**config.mk**
```make
export PLATFORM = sky130hd
export DESIGN_NAME = line_follow_pid_drive_top
export DESIGN_NICKNAME = d
export VERILOG_FILES = /design/src/sv/lfpd_pkg.sv /design/src/sv/line_follow_pid_drive_top.sv
export SDC_FILE = /design/constraint.sdc
export NUM_CORES = 2
export LEC_CHECK = 0
export BUFFER_PORTS_ARGS = -buffer_cell sky130_fd_sc_hd__buf_2
export CORE_AREA = 5 5 275 277
export CTS_CLUSTER_SIZE = 14
export DETAILED_ROUTE_END_ITERATION = 10
export DIE_AREA = 0 0 280 282
export PLACE_DENSITY = 0.66
export SYNTH_ARGS = -nofsm -noshare
export SYNTH_HDL_FRONTEND = slang
export SYNTH_SLANG_ARGS = --single-unit
```
**constraint.sdc**
```tcl
create_clock -name clk -period 12.7 [get_ports clk]
set_input_delay 0.635 -clock clk [delete_from_list [all_inputs] [get_ports clk]]
set_output_delay 0.635 -clock clk [all_outputs]
set_load 0.01 [all_outputs]
```
**src/sv/lfpd_pkg.sv**
```systemverilog
package lfpd_pkg;

  localparam int FRAC_BITS = 12;

  localparam int READ_W = 12;
  localparam int SUM_W  = 14;
  localparam int WSUM_W = 16;
  localparam int QUO_W  = FRAC_BITS + 2;
  localparam int ERR_W  = 15;
  localparam int INT_W  = 15;
  localparam int DIFF_W = 16;
  localparam int GAIN_W = 16;
  localparam int ACC_W  = 34;
  localparam int CORR_W = ACC_W - FRAC_BITS;
  localparam int DRV_W  = 16;
  localparam int OUT_W  = 18;
  localparam int BIAS_W = 12;
  localparam int LIM_W  = 14;
  localparam int CNT_W  = 4;
  localparam int ADDR_W = 5;
  localparam int DATA_W = 32;

  localparam logic [READ_W-1:0] BLACK_LEVEL  = READ_W'((4 * (2 ** FRAC_BITS) + 5) / 10);
  localparam logic [READ_W-1:0] FORCED_LEVEL = READ_W'((76 * (2 ** FRAC_BITS) + 50) / 100);
  localparam logic [ERR_W-1:0]  LOST_POS     = ERR_W'((15 * (2 ** FRAC_BITS) + 50) / 100);
  localparam logic [ERR_W-1:0]  BIAS_EDGE    = ERR_W'((5 * (2 ** FRAC_BITS) + 50) / 100);

  localparam logic [GAIN_W-1:0] GAIN_P_RST   = 16'd2662;
  localparam logic [GAIN_W-1:0] GAIN_I_RST   = 16'd0;
  localparam logic [GAIN_W-1:0] GAIN_D_RST   = 16'd696;
  localparam logic [DRV_W-1:0]  FLOOR_RST    = 16'd12288;
  localparam logic [DRV_W-1:0]  CEILING_RST  = 16'd40960;
  localparam logic [BIAS_W-1:0] BIAS_RST     = 12'd2376;
  localparam logic [LIM_W-1:0]  LIMIT_RST    = 14'd1229;

  typedef enum logic [1:0] {
    OVR_NONE    = 2'd0,
    OVR_SENSOR0 = 2'd1,
    OVR_SENSOR3 = 2'd2
  } ovr_t;

  typedef enum logic [2:0] {
    REG_GAIN_P         = 3'd0,
    REG_GAIN_I         = 3'd1,
    REG_GAIN_D         = 3'd2,
    REG_DRIVE_FLOOR    = 3'd3,
    REG_DRIVE_CEILING  = 3'd4,
    REG_STEER_BIAS     = 3'd5,
    REG_INTEGRAL_LIMIT = 3'd6
  } reg_idx_t;

  typedef enum logic [6:0] {
    ST_IDLE  = 7'b0000001,
    ST_LOAD  = 7'b0000010,
    ST_DIV   = 7'b0000100,
    ST_ERR   = 7'b0001000,
    ST_MUL   = 7'b0010000,
    ST_CLAMP = 7'b0100000,
    ST_DONE  = 7'b1000000
  } state_t;

endpackage

```
**src/sv/line_follow_pid_drive_top.sv**
```systemverilog
// A request is taken only in idle, where its readings are captured. The
// states LOAD, bit-serial divide (one quotient bit per cycle, 14 bits),
// ERR, bit-serial PID multiply (one gain bit per cycle, 16 gain bits),
// CLAMP and DONE follow; in_stall stays high until DONE loads the result.
// Reset is synchronous: it restores the register defaults and clears the
// previous error, the error integral and the output valid.
module line_follow_pid_drive_top (
  input  logic                                  clk,
  input  logic                                  rst,
  input  logic                                  in_valid,
  output logic                                  in_stall,
  input  logic [lfpd_pkg::READ_W-1:0]           reading_a,
  input  logic [lfpd_pkg::READ_W-1:0]           reading_b,
  input  logic [lfpd_pkg::READ_W-1:0]           reading_c,
  input  logic [lfpd_pkg::READ_W-1:0]           reading_d,
  input  logic [1:0]                            edge_override,
  output logic                                  out_valid,
  input  logic                                  out_stall,
  output logic signed [lfpd_pkg::OUT_W-1:0]     left_drive,
  output logic signed [lfpd_pkg::OUT_W-1:0]     right_drive,
  output logic signed [lfpd_pkg::ERR_W-1:0]     position_error,
  input  logic                                  psel,
  input  logic                                  penable,
  input  logic                                  pwrite,
  input  logic [lfpd_pkg::ADDR_W-1:0]           paddr,
  input  logic [lfpd_pkg::DATA_W-1:0]           pwdata,
  output logic [lfpd_pkg::DATA_W-1:0]           prdata,
  output logic                                  pready
);
  import lfpd_pkg::*;

  state_t state;
  state_t state_next;
  logic [CNT_W-1:0] cnt;

  logic [GAIN_W-1:0] gain_p;
  logic [GAIN_W-1:0] gain_i;
  logic [GAIN_W-1:0] gain_d;
  logic [DRV_W-1:0]  drive_floor;
  logic [DRV_W-1:0]  drive_ceiling;
  logic [BIAS_W-1:0] steer_bias;
  logic [LIM_W-1:0]  integral_limit;

  logic signed [ERR_W-1:0] previous_error;
  logic signed [INT_W-1:0] error_integral;

  logic [READ_W-1:0] s0;
  logic [READ_W-1:0] s1;
  logic [READ_W-1:0] s2;
  logic [READ_W-1:0] s3;

  logic              w_neg;
  logic [SUM_W-1:0]  sum;
  logic              all_high;
  logic [SUM_W-1:0]  rem;
  logic [QUO_W-1:0]  dsr;
  logic [QUO_W-1:0]  quo;

  logic signed [ERR_W-1:0]  err;
  logic signed [INT_W-1:0]  integ;
  logic signed [DIFF_W-1:0] diff;
  logic [GAIN_W-1:0]        gp_sr;
  logic [GAIN_W-1:0]        gi_sr;
  logic [GAIN_W-1:0]        gd_sr;
  logic signed [ACC_W-1:0]  acc;

  logic [DRV_W-1:0] right_c;
  logic [DRV_W-1:0] left_c;

  logic [READ_W-1:0] r0;
  logic [READ_W-1:0] r3;
  logic [WSUM_W-1:0] e0;
  logic [WSUM_W-1:0] e1;
  logic [WSUM_W-1:0] e2;
  logic [WSUM_W-1:0] e3;
  logic [WSUM_W-1:0] w_calc;
  logic [WSUM_W-1:0] w_abs;
  logic [SUM_W-1:0]  sum_calc;
  logic              all_high_calc;

  logic [SUM_W:0]    shifted;
  logic [SUM_W+1:0]  trial;
  logic              fits;

  logic signed [ERR_W-1:0]  err_div;
  logic signed [ERR_W-1:0]  err_calc;
  logic signed [INT_W:0]    integ_sum;
  logic signed [INT_W:0]    lim_pos;
  logic signed [INT_W:0]    lim_neg;
  logic signed [INT_W-1:0]  integ_next;
  logic signed [DIFF_W-1:0] diff_calc;

  logic signed [ACC_W-1:0]  term_p;
  logic signed [ACC_W-1:0]  term_i;
  logic signed [ACC_W-1:0]  term_d;

  logic signed [CORR_W-1:0] corr;
  logic signed [CORR_W-1:0] corr_neg;

  logic [OUT_W-1:0] right_ext;
  logic [OUT_W-1:0] left_ext;
  logic [OUT_W-1:0] bias_ext;
  logic             bias_up;
  logic             bias_down;

  logic cfg_write;
  logic out_load;

  function automatic logic [DRV_W-1:0] clamp_drive(
    input logic signed [CORR_W-1:0] v,
    input logic [DRV_W-1:0]         lo,
    input logic [DRV_W-1:0]         hi
  );
    logic signed [CORR_W-1:0] lo_s;
    logic signed [CORR_W-1:0] hi_s;
    logic [DRV_W-1:0]         res;
    lo_s = $signed({{(CORR_W - DRV_W){1'b0}}, lo});
    hi_s = $signed({{(CORR_W - DRV_W){1'b0}}, hi});
    if (v < lo_s) begin
      res = lo;
    end else if (v > hi_s) begin
      res = hi;
    end else begin
      res = v[DRV_W-1:0];
    end
    return res;
  endfunction

  assign pready    = 1'b1;
  assign cfg_write = psel && penable && pwrite;
  assign in_stall  = (state != ST_IDLE);
  assign out_load  = (state == ST_DONE) && (!out_valid || !out_stall);

  always_comb begin
    r0 = reading_a;
    r3 = reading_d;
    case (ovr_t'(edge_override))
      OVR_SENSOR0: r0 = FORCED_LEVEL;
      OVR_SENSOR3: r3 = FORCED_LEVEL;
      default: begin
      end
    endcase
  end

  always_comb begin
    e0 = {{(WSUM_W - READ_W){1'b0}}, s0};
    e1 = {{(WSUM_W - READ_W){1'b0}}, s1};
    e2 = {{(WSUM_W - READ_W){1'b0}}, s2};
    e3 = {{(WSUM_W - READ_W){1'b0}}, s3};
    w_calc = (e0 + (e0 << 1) + e1) - (e2 + e3 + (e3 << 1));
    w_abs = w_calc[WSUM_W-1] ? (~w_calc + 1'b1) : w_calc;
    sum_calc = SUM_W'(e0 + e1 + e2 + e3);
    all_high_calc = (s0 >= BLACK_LEVEL) && (s1 >= BLACK_LEVEL)
                    && (s2 >= BLACK_LEVEL) && (s3 >= BLACK_LEVEL);
  end

  always_comb begin
    shifted = {rem, dsr[QUO_W-1]};
    trial   = {1'b0, shifted} - {2'b00, sum};
    fits    = !trial[SUM_W+1];
  end

  always_comb begin
    err_div = w_neg ? ERR_W'(-{1'b0, quo}) : ERR_W'({1'b0, quo});
    if (all_high) begin
      err_calc = (previous_error > 0) ? $signed(LOST_POS) : $signed(ERR_W'(-LOST_POS));
    end else if (sum == '0) begin
      err_calc = '0;
    end else begin
      err_calc = err_div;
    end
    integ_sum = (INT_W + 1)'(error_integral) + (INT_W + 1)'(err_calc);
    lim_pos   = $signed({{(INT_W + 1 - LIM_W){1'b0}}, integral_limit});
    lim_neg   = -lim_pos;
    if (integ_sum > lim_pos) begin
      integ_next = INT_W'(lim_pos);
    end else if (integ_sum < lim_neg) begin
      integ_next = INT_W'(lim_neg);
    end else begin
      integ_next = INT_W'(integ_sum);
    end
    diff_calc = DIFF_W'(err_calc) - DIFF_W'(previous_error);
  end

  always_comb begin
    term_p = gp_sr[GAIN_W-1] ? ACC_W'(err)   : '0;
    term_i = gi_sr[GAIN_W-1] ? ACC_W'(integ) : '0;
    term_d = gd_sr[GAIN_W-1] ? ACC_W'(diff)  : '0;
    corr     = acc[ACC_W-1:FRAC_BITS];
    corr_neg = -corr;
  end

  always_comb begin
    right_ext = {{(OUT_W - DRV_W){1'b0}}, right_c};
    left_ext  = {{(OUT_W - DRV_W){1'b0}}, left_c};
    bias_ext  = {{(OUT_W - BIAS_W){1'b0}}, steer_bias};
    bias_up   = err > $signed(BIAS_EDGE);
    bias_down = err < $signed(BIAS_EDGE);
  end

  always_comb begin
    state_next = state;
    case (state)
      ST_IDLE: begin
        if (in_valid) begin
          state_next = ST_LOAD;
        end
      end
      ST_LOAD: state_next = ST_DIV;
      ST_DIV: begin
        if (cnt == '0) begin
          state_next = ST_ERR;
        end
      end
      ST_ERR: state_next = ST_MUL;
      ST_MUL: begin
        if (cnt == '0) begin
          state_next = ST_CLAMP;
        end
      end
      ST_CLAMP: state_next = ST_DONE;
      ST_DONE: begin
        if (out_load) begin
          state_next = ST_IDLE;
        end
      end
      default: state_next = ST_IDLE;
    endcase
  end

  always_comb begin
    case (reg_idx_t'(paddr[ADDR_W-1:2]))
      REG_GAIN_P:         prdata = DATA_W'(gain_p);
      REG_GAIN_I:         prdata = DATA_W'(gain_i);
      REG_GAIN_D:         prdata = DATA_W'(gain_d);
      REG_DRIVE_FLOOR:    prdata = DATA_W'(drive_floor);
      REG_DRIVE_CEILING:  prdata = DATA_W'(drive_ceiling);
      REG_STEER_BIAS:     prdata = DATA_W'(steer_bias);
      REG_INTEGRAL_LIMIT: prdata = DATA_W'(integral_limit);
      default:            prdata = '0;
    endcase
  end

  always_ff @(posedge clk) begin
    if (rst) begin
      state          <= ST_IDLE;
      out_valid      <= 1'b0;
      previous_error <= '0;
      error_integral <= '0;
      gain_p         <= GAIN_P_RST;
      gain_i         <= GAIN_I_RST;
      gain_d         <= GAIN_D_RST;
      drive_floor    <= FLOOR_RST;
      drive_ceiling  <= CEILING_RST;
      steer_bias     <= BIAS_RST;
      integral_limit <= LIMIT_RST;
    end else begin
      state <= state_next;
      if (out_load) begin
        out_valid <= 1'b1;
      end else if (!out_stall) begin
        out_valid <= 1'b0;
      end
      if (state == ST_ERR) begin
        previous_error <= err_calc;
        error_integral <= integ_next;
      end
      if (cfg_write) begin
        case (reg_idx_t'(paddr[ADDR_W-1:2]))
          REG_GAIN_P:         gain_p         <= pwdata[GAIN_W-1:0];
          REG_GAIN_I:         gain_i         <= pwdata[GAIN_W-1:0];
          REG_GAIN_D:         gain_d         <= pwdata[GAIN_W-1:0];
          REG_DRIVE_FLOOR:    drive_floor    <= pwdata[DRV_W-1:0];
          REG_DRIVE_CEILING:  drive_ceiling  <= pwdata[DRV_W-1:0];
          REG_STEER_BIAS:     steer_bias     <= pwdata[BIAS_W-1:0];
          REG_INTEGRAL_LIMIT: integral_limit <= pwdata[LIM_W-1:0];
          default: begin
          end
        endcase
      end
    end
  end

  always_ff @(posedge clk) begin
    case (state)
      ST_IDLE: begin
        s0 <= r0;
        s1 <= reading_b;
        s2 <= reading_c;
        s3 <= r3;
      end
      ST_LOAD: begin
        w_neg    <= w_calc[WSUM_W-1];
        sum      <= sum_calc;
        all_high <= all_high_calc;
        rem      <= {2'b00, w_abs[SUM_W-1:2]};
        dsr      <= {w_abs[1:0], {FRAC_BITS{1'b0}}};
        quo      <= '0;
        cnt      <= CNT_W'(QUO_W - 1);
      end
      ST_DIV: begin
        rem <= fits ? trial[SUM_W-1:0] : shifted[SUM_W-1:0];
        dsr <= dsr << 1;
        quo <= {quo[QUO_W-2:0], fits};
        cnt <= cnt - 1'b1;
      end
      ST_ERR: begin
        err   <= err_calc;
        integ <= integ_next;
        diff  <= diff_calc;
        gp_sr <= gain_p;
        gi_sr <= gain_i;
        gd_sr <= gain_d;
        acc   <= '0;
        cnt   <= CNT_W'(GAIN_W - 1);
      end
      ST_MUL: begin
        acc   <= (acc <<< 1) + term_p + term_i + term_d;
        gp_sr <= gp_sr << 1;
        gi_sr <= gi_sr << 1;
        gd_sr <= gd_sr << 1;
        cnt   <= cnt - 1'b1;
      end
      ST_CLAMP: begin
        right_c <= clamp_drive(corr, drive_floor, drive_ceiling);
        left_c  <= clamp_drive(corr_neg, drive_floor, drive_ceiling);
      end
      ST_DONE: begin
        if (out_load) begin
          position_error <= err;
          if (bias_up) begin
            right_drive <= $signed(right_ext - bias_ext);
            left_drive  <= $signed(left_ext + bias_ext);
          end else if (bias_down) begin
            right_drive <= $signed(right_ext + bias_ext);
            left_drive  <= $signed(left_ext - bias_ext);
          end else begin
            right_drive <= $signed(right_ext);
            left_drive  <= $signed(left_ext);
          end
        end
      end
      default: begin
      end
    endcase
  end

endmodule
```
==> results.yml <==
setup_path:
  critPathMaxFanout: 11
  start_kind: "register"
  worstPathRequired_ns: 13.06
  r2r_setup_slack_ns: 5.52
  cp.arrival_ns: 7.54
  worstSetupPathType: "register to register"
  end_kind: "register"
sta:
  worst_slack_ns: 5.52
  tightest_slew_ns: 1.34
  slew_headroom_pct: 10.3
  final_max_slew_viol_count: 0
  rsz0062_at_grt: "no"
  hold_violations: 0
  setup_viol: 0
  finalCriticalPeriod_ns: 7.18
  fin_skew_ns: 0.0442
  max_freq_mhz: 139
  fin_crit_sh_pct: 56.5
  hold_slack_ns: 0.197
  setup_tns_ns: 0
power:
  combPwrFrac_pct: 66.0
  power_density_mw_per_mm2: 323
  power.share.clock_pct: 14.0
  p_int_mw: 6.49
  p_switching_mw: 5.18
  leakagePower_nw: 14.3
  seq_power_share_pct: 20.0
  p_total_mw: 11.7
  p_sw_share_pct: 44.4
  ir_drop_v: 0.000611
synthesis:
  synth_edf_count: 309
  avgSynthCellArea_sq_um: 9.70
  synth-main-ff-cell: "edfxtp_1"
  ys_seq_area_share_pct: 37.4
  ys_ff_latch: 453
  yosys_warnings: 0
  synth_cells: 3353
  async_reset_ff_share_pct: 0
  synth_top_cell_by_area: "edfxtp_1"
  syn-cell-area_sq_mm: 0.0325
  ys_types: 98
  synth_top_area_share_pct: 28.5
  synth.area.top_cells: "edfxtp_1 29%, ha_1 10%, dfxtp_1 8.9%, fa_1 8.9%, nand2_1 5.7%"
layout:
  layout_commonest_cell: "nand2_1"
  fin_area_sq_mm: 0.0361
  largest-register: "acc"
  drive_gt1_share_pct: 9.69
  nets: 3966
  nFillCells: 6717
  multi_input_area_sq_mm: 0.0190
  largest_reg_flops: 34
  seqCellArea_sq_mm: 0.0122
  reg_top3: "acc: 34 flops, left_drive: 18 flops, right_drive: 18 flops"
  final_util_pct: 49.8
  fin_cells: 4471
  final_cell_mix: "490 x nand2_1, 309 x edfxtp_1, 262 x ha_1"
  syn2layout_area_growth_pct: 11.1
place:
  hpwl_mm: 65.7
  post-place-ws_ns: 5.62
  placed_cells: 4370
  dpl_cell_area_sq_mm: 0.0342
  place_congestion: 0.919
  portBuffers: 144
cts:
  cts_num_sinks: 453
  cts_tree: "built"
  htreeDepth: 2
  ctsResizeCount: 0
  worst_skew_pair.late_latency_ns: 0.65
  clk_pin_slew_ns: 0.06
  cts_made_buffers: 53
  cts_setup_buffers: 0
  ctsHoldBuffers: 0
  cts_buffer_depth: 3
  root_buffer: "clkbuf_16"
hold_path:
  hold_class: "primary input to register"
die:
  rows: 99
  initial_utilization_pct: 44.8
  die_x_um: 280
  io_pins: 180
  die_area_sq_mm: 0.0790
  die_height_um: 282
  core-area_sq_mm: 0.0726
routing:
  antenna_left: 0
  routed_wl_mm: 86.7
  first_pass_iters: 8
  wire_per_inst_um: 19.4
  post-route-drc-count: 0
  drt_iter0_drc: 1956
  vias: 25000
  vias_per_cell: 5.60
global_route:
  grt_pass1_vias: 24300
  antenna_found_initial: 0
  grt_max_degree: 89
  grt_usage_pct: 21.5
  grt_overflow: 0
  grt_pass1_wl_mm: 136
flow_run:
  cap_violations: 0
status:
  outcome: "completed"
synth_stat cells (18+ instances only):
| cell type | n |
|---|---|
| nand2_1 | 491 |
| edfxtp_1 | 309 |
| ha_1 | 262 |
| inv_1 | 255 |
| a21oi_1 | 231 |
| nor2_1 | 199 |
| dfxtp_1 | 144 |
| fa_1 | 144 |
| o21ai_0 | 119 |
| clkbuf_1 | 99 |
| mux2i_1 | 93 |
| and2_1 | 83 |
| xnor2_1 | 72 |
| nor3_1 | 67 |
| xor2_1 | 54 |
| a21o_1 | 53 |
| nand2b_1 | 51 |
| nand3_1 | 41 |
| nor2b_1 | 41 |
| or3_1 | 33 |
| a211oi_1 | 27 |
| nand3b_1 | 26 |
| a211o_1 | 22 |
| o211ai_1 | 21 |
| o21a_1 | 21 |
| nor4_1 | 20 |
| and3_1 | 19 |
| buf_4 | 19 |
| a31oi_1 | 18 |
area by class of cell:
type	count	share of cell area [%]
multi-input cells	2527	52.4
flip-flops and latches	453	33.7
clock buffers	74	4.29
well taps	959	3.32
repair buffers	176	2.67
inverters	255	2.65
clock inverters	25	0.956
diodes	2	0.0139
power groups by stage:
stage | clock, mW | combinational (mW) | sequential (mW)
5_1_grt | 1.73 | 8.80 | 2.35
4_1_cts | 1.67 | 7.77 | 2.33
3_3_place_gp | 0 | 7.56 | 2.36
6_report | 1.64 | 7.71 | 2.33
2_1_floorplan | 0 | 6.20 | 2.32
3_5_place_dp | 0 | 7.70 | 2.36
final timing paths:
path / start / endpoint / cells after the start
worst max register to register: quo[4] / integ[4] / 20
worst min register to register: gain_p[3] / gain_p[3] / 2
worst max-delay path: quo[4] / integ[4] / 20
worst min-delay path: reading_c[6] / s2[6] / 1
cells by family (layout without fill, tap and decap cells):
group | count (synthesis) | after routing | share of synthesized area (%)
AOI/OAI and AO/OA | 714 | 714 | 14.7
muxes | 117 | 117 | 3.98
DFF | 453 | 453 | 37.4
other | 2 | 19 | 0.0231
adders and majority gates | 406 | 406 | 18.9
buffers and inverters | 388 | 530 | 4.75
and+or+nand+nor | 1147 | 1147 | 16.8
xor gates and xnor gates | 126 | 126 | 3.39
worst max-delay path: stages, from the launching register on:
cell and delay [ns]:
edfxtp_1 0.44, or4_1 0.59, or3_1 0.35, nor3_1 0.18, nand2b_1 0.15, xor2_1 0.07
o21ai_0 0.69, ha_1 0.43, and3_1 0.17, a221o_1 0.38, xor2_1 0.36, ha_1 0.21
and4_1 0.22, nand2_1 0.06, a211oi_1 0.44, o221ai_1 0.25, and3_1 0.26, mux2i_2 0.48
nand2_1 0.42, a2111oi_0 0.64, nor2_1 0.15
metal layers:
metal  GRT usage, %  share of wire, %  vias to the layer above
met1           29.0                43                    12000
met3           2.95               6.2                      132
li1               -                 -                    12100
met4           6.12               3.1                        0
met5              0                 0                        -
met2           36.7                48                      718
(Power assumes the default switching activity.)
